### config.mk
export PLATFORM = sky130hd
export DESIGN_NAME = texture_pool_matcher
export DESIGN_NICKNAME = d
export VERILOG_FILES = /design/src/sv/tpm_pkg.sv /design/src/sv/texture_pool_matcher.sv /design/src/sv/tpm_front.sv /design/src/sv/tpm_back.sv
export SDC_FILE = /design/constraint.sdc
export NUM_CORES = 2
export LEC_CHECK = 0
export ABC_AREA = 1
export BUFFER_PORTS_ARGS = -buffer_cell sky130_fd_sc_hd__buf_2
export CORE_UTILIZATION = 30
export DETAILED_ROUTE_END_ITERATION = 16
export PLACE_DENSITY = 0.42
export SKIP_LAST_GASP = 1
export SYNTH_ARGS = -nofsm -noshare
export SYNTH_HDL_FRONTEND = slang
export SYNTH_SLANG_ARGS = --single-unit
### constraint.sdc
create_clock -name clock -period 10.4 [get_ports clock]
set_input_delay 2.08 -clock clock [delete_from_list [all_inputs] [get_ports clock]]
set_output_delay 2.08 -clock clock [all_outputs]
set_load 0.01 [all_outputs]
### src/sv/tpm_pkg.sv
// ---------------------------------------------------------------------------
// tpm_pkg
// Shared types and codes for the texture pool matcher: command and status
// codes, field widths and the request item passed from front to back.
// ---------------------------------------------------------------------------
`default_nettype none

package tpm_pkg;

   // default pool size
   localparam int POOL_DEPTH_DEF = 16;

   // field widths
   localparam int CMD_W    = 2;
   localparam int FORMAT_W = 8;
   localparam int DIM_W    = 15;
   localparam int USAGE_W  = 16;
   localparam int HANDLE_W = 32;
   localparam int STATUS_W = 2;

   // command codes
   localparam logic [CMD_W-1:0] CMD_ACQUIRE = 2'd0;
   localparam logic [CMD_W-1:0] CMD_RELEASE = 2'd1;
   localparam logic [CMD_W-1:0] CMD_FLUSH   = 2'd2;
   localparam logic [CMD_W-1:0] CMD_UNUSED  = 2'd3;

   // status codes
   localparam logic [STATUS_W-1:0] STAT_OK        = 2'd0;
   localparam logic [STATUS_W-1:0] STAT_FULL      = 2'd1;
   localparam logic [STATUS_W-1:0] STAT_NOT_FOUND = 2'd2;
   localparam logic [STATUS_W-1:0] STAT_EMPTY     = 2'd3;

   // classified request waiting in the queue
   typedef struct packed {
      logic [CMD_W-1:0]    op;
      logic [FORMAT_W-1:0] format;
      logic [DIM_W-1:0]    width;
      logic [DIM_W-1:0]    height;
      logic [USAGE_W-1:0]  usage;
      logic [HANDLE_W-1:0] handle;   // new handle on acquire, lookup handle on release
   } req_item_type;

endpackage

`default_nettype wire

### src/sv/texture_pool_matcher.sv
// ---------------------------------------------------------------------------
// texture_pool_matcher
// Pool of texture handles with first-fit reuse.
//
// Request channel (req_*): command 0 acquires a texture matching format,
// width, height and usage, reusing the first idle match or appending
// new_handle; command 1 releases handle_in; command 2 flushes the pool;
// command 3 is accepted and dropped without a response.
// Response channel (rsp_*): one response per acquire or release, one per
// stored entry on flush (a single empty-pool response if nothing is stored),
// rsp_last marks the final response of each request.
// A request is held in the request queue, then its response is registered.
// Throughput: one acquire or release per cycle unless rsp_stall holds the
// response, using a parallel compare over all entries; a flush holds the
// pool until each stored entry is read, one handle a cycle if not stalled.
// A two-entry request queue decouples the request side from the pool, and
// the pool takes a new request in the same cycle the previous response is
// taken. While a response waits under rsp_stall the pool holds and the queue
// fills, then req_stall rises. Reset empties the pool and both channels.
// ---------------------------------------------------------------------------
`default_nettype none

module texture_pool_matcher
   import tpm_pkg::*;
#(
   parameter int POOL_DEPTH = POOL_DEPTH_DEF
) (
   input  wire logic                clock,
   input  wire logic                reset,
   input  wire logic                req_valid,
   output      logic                req_stall,
   input  wire logic [CMD_W-1:0]    req_command,
   input  wire logic [FORMAT_W-1:0] req_tex_format,
   input  wire logic [DIM_W-1:0]    req_tex_width,
   input  wire logic [DIM_W-1:0]    req_tex_height,
   input  wire logic [USAGE_W-1:0]  req_usage_flags,
   input  wire logic [HANDLE_W-1:0] req_new_handle,
   input  wire logic [HANDLE_W-1:0] req_handle_in,
   output      logic                rsp_valid,
   input  wire logic                rsp_stall,
   output      logic [HANDLE_W-1:0] rsp_handle_out,
   output      logic                rsp_reused,
   output      logic                rsp_created,
   output      logic [STATUS_W-1:0] rsp_status,
   output      logic                rsp_last
);

   logic         q_valid;
   logic         q_pop;
   req_item_type q_item;

   // request front end and queue
   tpm_front u_front (
      .clock           (clock),
      .reset           (reset),
      .req_valid       (req_valid),
      .req_stall       (req_stall),
      .req_command     (req_command),
      .req_tex_format  (req_tex_format),
      .req_tex_width   (req_tex_width),
      .req_tex_height  (req_tex_height),
      .req_usage_flags (req_usage_flags),
      .req_new_handle  (req_new_handle),
      .req_handle_in   (req_handle_in),
      .q_valid         (q_valid),
      .q_item          (q_item),
      .q_pop           (q_pop)
   );

   // pool and response
   tpm_back #(
      .POOL_DEPTH (POOL_DEPTH)
   ) u_back (
      .clock          (clock),
      .reset          (reset),
      .q_valid        (q_valid),
      .q_item         (q_item),
      .q_pop          (q_pop),
      .rsp_valid      (rsp_valid),
      .rsp_stall      (rsp_stall),
      .rsp_handle_out (rsp_handle_out),
      .rsp_reused     (rsp_reused),
      .rsp_created    (rsp_created),
      .rsp_status     (rsp_status),
      .rsp_last       (rsp_last)
   );

endmodule

`default_nettype wire

### src/sv/tpm_front.sv
// ---------------------------------------------------------------------------
// tpm_front
// Request front end: accepts requests, drops the unused command, picks the
// handle that matters for the command and holds items in a two-entry queue.
// ---------------------------------------------------------------------------
`default_nettype none

module tpm_front
   import tpm_pkg::*;
(
   input  wire logic                clock,
   input  wire logic                reset,
   input  wire logic                req_valid,
   output      logic                req_stall,
   input  wire logic [CMD_W-1:0]    req_command,
   input  wire logic [FORMAT_W-1:0] req_tex_format,
   input  wire logic [DIM_W-1:0]    req_tex_width,
   input  wire logic [DIM_W-1:0]    req_tex_height,
   input  wire logic [USAGE_W-1:0]  req_usage_flags,
   input  wire logic [HANDLE_W-1:0] req_new_handle,
   input  wire logic [HANDLE_W-1:0] req_handle_in,
   output      logic                q_valid,
   output      req_item_type        q_item,
   input  wire logic                q_pop
);

   req_item_type q_ff [2];
   logic         wr_ptr_ff, wr_ptr_in;
   logic         rd_ptr_ff, rd_ptr_in;
   logic [1:0]   q_count_ff, q_count_in;
   logic         push;
   logic         pop;
   req_item_type item;

   // classify the incoming request
   always_comb begin
      item.op     = req_command;
      item.format = req_tex_format;
      item.width  = req_tex_width;
      item.height = req_tex_height;
      item.usage  = req_usage_flags;
      item.handle = (req_command == CMD_RELEASE) ? req_handle_in : req_new_handle;
   end

   // queue control
   assign req_stall = (q_count_ff == 2'd2);
   assign push      = req_valid && !req_stall && (req_command != CMD_UNUSED);
   assign q_valid   = (q_count_ff != 2'd0);
   assign pop       = q_pop && q_valid;
   assign q_item    = q_ff[rd_ptr_ff];

   always_comb begin
      wr_ptr_in  = push ? !wr_ptr_ff : wr_ptr_ff;
      rd_ptr_in  = pop ? !rd_ptr_ff : rd_ptr_ff;
      q_count_in = q_count_ff + {1'b0, push} - {1'b0, pop};
   end

   always_ff @(posedge clock) begin
      if (reset) begin
         wr_ptr_ff  <= 1'b0;
         rd_ptr_ff  <= 1'b0;
         q_count_ff <= 2'd0;
      end else begin
         wr_ptr_ff  <= wr_ptr_in;
         rd_ptr_ff  <= rd_ptr_in;
         q_count_ff <= q_count_in;
      end
   end

   // queue storage
   always_ff @(posedge clock) begin
      if (push) begin
         q_ff[wr_ptr_ff] <= item;
      end
   end

endmodule

`default_nettype wire

### src/sv/tpm_back.sv
// ---------------------------------------------------------------------------
// tpm_back
// Pool execution: holds the entries, matches acquire and release against all
// entries at once with first-match priority, walks the pool one entry a cycle
// on flush unless rsp_stall holds it, and drives the registered response.
// ---------------------------------------------------------------------------
`default_nettype none

module tpm_back
   import tpm_pkg::*;
#(
   parameter int POOL_DEPTH = POOL_DEPTH_DEF
) (
   input  wire logic                clock,
   input  wire logic                reset,
   input  wire logic                q_valid,
   input  wire req_item_type        q_item,
   output      logic                q_pop,
   output      logic                rsp_valid,
   input  wire logic                rsp_stall,
   output      logic [HANDLE_W-1:0] rsp_handle_out,
   output      logic                rsp_reused,
   output      logic                rsp_created,
   output      logic [STATUS_W-1:0] rsp_status,
   output      logic                rsp_last
);

   localparam int IW = (POOL_DEPTH > 1) ? $clog2(POOL_DEPTH) : 1;
   localparam int CW = $clog2(POOL_DEPTH + 1);
   localparam logic [POOL_DEPTH-1:0] ONE = POOL_DEPTH'(1);
   localparam logic [CW-1:0] FULL_COUNT = CW'(POOL_DEPTH);

   // entry storage
   logic [POOL_DEPTH-1:0] valid_ff, valid_in;
   logic [POOL_DEPTH-1:0] busy_ff, busy_in;
   logic [CW-1:0]         count_ff, count_in;
   logic [IW-1:0]         flush_idx_ff, flush_idx_in;
   logic [FORMAT_W-1:0]   fmt_ff    [POOL_DEPTH];
   logic [DIM_W-1:0]      wid_ff    [POOL_DEPTH];
   logic [DIM_W-1:0]      hgt_ff    [POOL_DEPTH];
   logic [USAGE_W-1:0]    use_ff    [POOL_DEPTH];
   logic [HANDLE_W-1:0]   handle_ff [POOL_DEPTH];

   // response register
   logic                rsp_valid_ff;
   logic [HANDLE_W-1:0] rsp_handle_ff, rsp_handle_in;
   logic                rsp_reused_ff, rsp_reused_in;
   logic                rsp_created_ff, rsp_created_in;
   logic [STATUS_W-1:0] rsp_status_ff, rsp_status_in;
   logic                rsp_last_ff, rsp_last_in;

   logic                  adv;
   logic                  fire;
   logic [POOL_DEPTH-1:0] acq_match, acq_first;
   logic [POOL_DEPTH-1:0] rel_match, rel_first;
   logic [POOL_DEPTH-1:0] flush_dec;
   logic [POOL_DEPTH-1:0] app_sel;
   logic [POOL_DEPTH-1:0] rd_sel;
   logic [POOL_DEPTH-1:0] app_we;
   logic [HANDLE_W-1:0]   rd_handle;
   logic                  pool_full;
   logic                  pool_empty;
   logic                  flush_last;
   logic [CW-1:0]         flush_nxt;

   // parallel compare lanes
   always_comb begin
      for (int i = 0; i < POOL_DEPTH; i++) begin
         acq_match[i] = valid_ff[i] && !busy_ff[i] &&
                        (fmt_ff[i] == q_item.format) && (wid_ff[i] == q_item.width) &&
                        (hgt_ff[i] == q_item.height) && (use_ff[i] == q_item.usage);
         rel_match[i] = valid_ff[i] && (handle_ff[i] == q_item.handle);
         flush_dec[i] = (flush_idx_ff == IW'(i));
         app_sel[i]   = (count_ff == CW'(i));
      end
   end

   // first match wins: isolate the lowest set bit
   assign acq_first = acq_match & (~acq_match + ONE);
   assign rel_first = rel_match & (~rel_match + ONE);

   // single handle read port, shared by reuse and flush
   assign rd_sel = (q_item.op == CMD_FLUSH) ? flush_dec : acq_first;

   always_comb begin
      rd_handle = '0;
      for (int i = 0; i < POOL_DEPTH; i++) begin
         rd_handle = rd_handle | (handle_ff[i] & {HANDLE_W{rd_sel[i]}});
      end
   end

   // pool status
   assign pool_full  = (count_ff == FULL_COUNT);
   assign pool_empty = (count_ff == '0);
   assign flush_nxt  = CW'(flush_idx_ff) + CW'(1);
   assign flush_last = (flush_nxt == count_ff);

   // handshake with queue and response register
   assign adv   = !rsp_valid_ff || !rsp_stall;
   assign fire  = q_valid && adv;
   assign q_pop = fire && ((q_item.op != CMD_FLUSH) || pool_empty || flush_last);

   // command execution
   always_comb begin
      valid_in       = valid_ff;
      busy_in        = busy_ff;
      count_in       = count_ff;
      flush_idx_in   = flush_idx_ff;
      app_we         = '0;
      rsp_handle_in  = '0;
      rsp_reused_in  = 1'b0;
      rsp_created_in = 1'b0;
      rsp_status_in  = STAT_OK;
      rsp_last_in    = 1'b1;
      unique case (q_item.op)
         CMD_ACQUIRE: begin
            priority if (acq_match != '0) begin
               busy_in       = busy_ff | acq_first;
               rsp_handle_in = rd_handle;
               rsp_reused_in = 1'b1;
            end else if (pool_full) begin
               rsp_status_in = STAT_FULL;
            end else begin
               app_we         = app_sel;
               valid_in       = valid_ff | app_sel;
               busy_in        = busy_ff | app_sel;
               count_in       = count_ff + CW'(1);
               rsp_handle_in  = q_item.handle;
               rsp_created_in = 1'b1;
            end
         end
         CMD_RELEASE: begin
            if (rel_match != '0) begin
               busy_in = busy_ff & ~rel_first;
            end else begin
               rsp_status_in = STAT_NOT_FOUND;
            end
         end
         CMD_FLUSH: begin
            priority if (pool_empty) begin
               rsp_status_in = STAT_EMPTY;
            end else if (flush_last) begin
               rsp_handle_in = rd_handle;
               valid_in      = '0;
               busy_in       = '0;
               count_in      = '0;
               flush_idx_in  = '0;
            end else begin
               rsp_handle_in = rd_handle;
               rsp_last_in   = 1'b0;
               flush_idx_in  = flush_idx_ff + IW'(1);
            end
         end
         default: begin
            rsp_status_in = STAT_OK;
         end
      endcase
   end

   // control state
   always_ff @(posedge clock) begin
      if (reset) begin
         valid_ff     <= '0;
         busy_ff      <= '0;
         count_ff     <= '0;
         flush_idx_ff <= '0;
         rsp_valid_ff <= 1'b0;
      end else begin
         if (fire) begin
            valid_ff     <= valid_in;
            busy_ff      <= busy_in;
            count_ff     <= count_in;
            flush_idx_ff <= flush_idx_in;
         end
         if (adv) begin
            rsp_valid_ff <= q_valid;
         end
      end
   end

   // entry payload, written on append
   always_ff @(posedge clock) begin
      for (int i = 0; i < POOL_DEPTH; i++) begin
         if (fire && app_we[i]) begin
            fmt_ff[i]    <= q_item.format;
            wid_ff[i]    <= q_item.width;
            hgt_ff[i]    <= q_item.height;
            use_ff[i]    <= q_item.usage;
            handle_ff[i] <= q_item.handle;
         end
      end
   end

   // response payload
   always_ff @(posedge clock) begin
      if (fire) begin
         rsp_handle_ff  <= rsp_handle_in;
         rsp_reused_ff  <= rsp_reused_in;
         rsp_created_ff <= rsp_created_in;
         rsp_status_ff  <= rsp_status_in;
         rsp_last_ff    <= rsp_last_in;
      end
   end

   assign rsp_valid      = rsp_valid_ff;
   assign rsp_handle_out = rsp_handle_ff;
   assign rsp_reused     = rsp_reused_ff;
   assign rsp_created    = rsp_created_ff;
   assign rsp_status     = rsp_status_ff;
   assign rsp_last       = rsp_last_ff;

endmodule

`default_nettype wire
==> results.ini <==
[run_status]
outcome = finished, final reports clean

[synthesis]
synth-seq-cells = 1636
synth_fp_nets = 10210
synth_xor_area_share_pct = 3.566
synthAdderAreaFrac_pct = 0.2177
synth_area_leaders = edfxtp_1 55%, nand2_1 17%, inv_1 5.2%
yosys.area.top_type = edfxtp_1
synthMuxAreaShare_pct = 0.4180
synth_top_family_by_area = simple AND/OR/NAND/NOR gates
yosysWarningCount = 0
ys_seq_area_share_pct = 56.44
synth_edf_count = 1589
async_reset_ff_share_pct = 0
synth_top_area_share_pct = 55.34
netlist_area_um2 = 86220
synthSimpleGateAreaFrac_pct = 29.34
ys.flop_type = edfxtp_1
synth_cells = 10070
ys_types = 60
avgSynthCellArea_um2 = 8.562
synth_compound_area_share_pct = 2.686

[floorplanning]
fp.dieW_um = 538.1
fp.dieH_um = 538.1
io_pins = 163
die-area_um2 = 289500
placementRows = 196
core_um2 = 285500
initial_core_util_pct = 30.20

[clocking]
cts.clk_slew.worst_paths_ps = 60
post-cts-setup-buffers = 0
clk_path_buf_depth = 4
clk_latency_ps = 900
cts_htree_levels = 4
ctsResizeCount = 0
cts.sinks = 1636
ctsHoldBuffers = 0
clock-root-buffer = clkbuf_16
cts_buffers = 203
cts_tree = built

[timing]
setup_tns_ps = 0
report.final.slew_viol_count = 0
period_share_pct = 72.05
finalSetupViolations = 0
rsz0062_at_grt = false
fmax_ghz = 0.1335
period_needed_ps = 7493
hold_viol = 0
relSlewSlack_pct = 5.540
skew_ps = 62.27
worstMarginPinSlew_ps = 1413

[finish]
nets = 10520
fin_area_um2 = 98460
multiInputGateArea_um2 = 31500
final_layout_size_suffix_gt1_share_pct = 8.829
mostFrequentLayoutCells = 3,811 x nand2_1, 1,589 x edfxtp_1, 1,195 x inv_1, 1,157 x nor2_1, 515 x nand3_1
fillers = 29770
final_common_cell = nand2_1
area_growth_pct = 14.20
register_area_um2 = 48660

[job]
maxCapViolCount = 0

[detailed_routing]
drt_iter0_markers = 10450
routed-via-count = 74200
viasPerCell = 5.184
drcViolationCount = 0
wl_um = 423000
firstDrtPassIters = 6
drtAntennaViolNets = 0
post_drt_wl_per_cell_um = 29.55

[global_route]
antenna_found_initial = 62
grt.total_usage_pct = 28.59
grt_start_max_net_pins = 77
grt_pass1_vias = 68270
grt_pass1_wl_um = 568100
overflow = 0

[critical_path]
critPathMaxFanout = 51
critical_path_arrival_ps = 8130
worst_path_max_delay_cell = dfxtp_4
required_ps = 11030
crit_type = reg -> reg
crit_top_cell = nand2_1
crit_chain = buf_4, nand2_1, nand2_2, buf_4, nand2_1, nand2_1, nand3_1, nor2_1, nand2_1, nor2_1, nand2_1, nand2_2, nor2_2, nand4_1, nand2_1, nand2_1, nand3_1, nor3_1, nand3_1, nand2_1, nand2_1
slowest_delay_ps = 720
cp-start-kind = register
end_kind = register

[power]
power.density_nw_per_um2 = 278.4
total_power_w = 0.02741
leakagePower_nw = 42.02
peakVddDrop_v = 0.0001877

[placement]
hpwl_um = 290000
gp_congestion = 0.9497
io_buffers = 162
place_area_um2 = 91860

[worst_hold_path]
hold_class = reg -> reg
worstHoldStart = u_front.rd_ptr_ff

-- cells in the mapped netlist, drive strengths merged (87+ instances only) --
master,n
a21oi,97
inv,1204
nor2,1181
nand3,515
xor2,155
edfxtp,1589
buf,246
nand4,218
nand2,3947
xnor2,196
or2,87
nor3,111
o21ai,162
-- critical path, delay by kind of cell (launching register included) --
kind | cells | cell delay (ps)
simple gates | 19 | 5140
flops | 1 | 720
buf+inv | 2 | 1230
-- final timing paths --
| kind | to | slack [ps] | cells after the start |
|---|---|---|---|
| worst max-delay path | u_back.rsp_handle_out[22] | 2910 | 21 |
| worst min register to register | register | 450 | 1 |
| worst min-delay path | register | 450 | 1 |
| worst max register to register | u_back.rsp_handle_out[22] | 2910 | 21 |
-- per-stage QoR --
stage,worst slack [ps],instances,hold slack [ps],utilization (%)
CTS,3068,14300,455.6,34.48
floorplan,465.5,10070,425.5,-
detailed placement,3108,13930,446.9,32.18
finish,2907,14310,450.9,34.49
global placement,3108,13930,426.2,32.18
global route,2727,14300,484.3,34.48
-- cells by family (layout without fill, tap and decap cells) --
logic type               count (synthesis)  after routing
flip-flops                            1636           1636
adder cells (fa/ha/maj)                 15             15
XOR/XNOR                               351            351
other                                    0             17
buffers and inverters                 1483           1947
multiplexers                            32             32
AND/OR/NAND/NOR                       6154           6154
AO/OA/AOI/OAI                          399            399
-- layout make-up --
class / count / share of cell area, %
tap: 3762 / 4.781
clock inverter: 106 / 1.140
multi-input combinational: 6951 / 31.99
timing repair buffer: 379 / 2.503
clock buffer: 257 / 5.524
inverter: 1205 / 4.599
sequential: 1636 / 49.42
antenna: 17 / 0.04321
-- routing by layer --
layer	vias up	global-route usage [%]	part of all wire [%]
li1	33130	-	-
met1	36510	42.60	46
met2	3928	41.71	41
met3	630	4.359	9.2
met4	2	9.910	3.8
met5	-	0	0.0031
-- registers in the layout, summed over array words and instances (netlist names), 4 cells and up, named ones only --
name and flops:
u_back.hgt_ff 240, u_back.fmt_ff 128, u_back.use_ff 256, u_back.wid_ff 240, u_back.handle_ff 512, u_back.flush_idx_ff 4
u_back.busy_ff 16, u_back.rsp_handle_out 32, u_back.valid_ff 16, u_back.count_ff 5, u_front.q_ff 176
-- power breakdown --
| part | leakage [nW] | switching (W) | total, W | internal, W |
|---|---|---|---|---|
| logic | 24.1 | 0.00942 | 0.0117 | 0.00227 |
| registers | 14.8 | 0.000213 | 0.00847 | 0.00825 |
| clock network | 3.18 | 0.00302 | 0.00726 | 0.00425 |
Power figures use the tool's default switching activity.
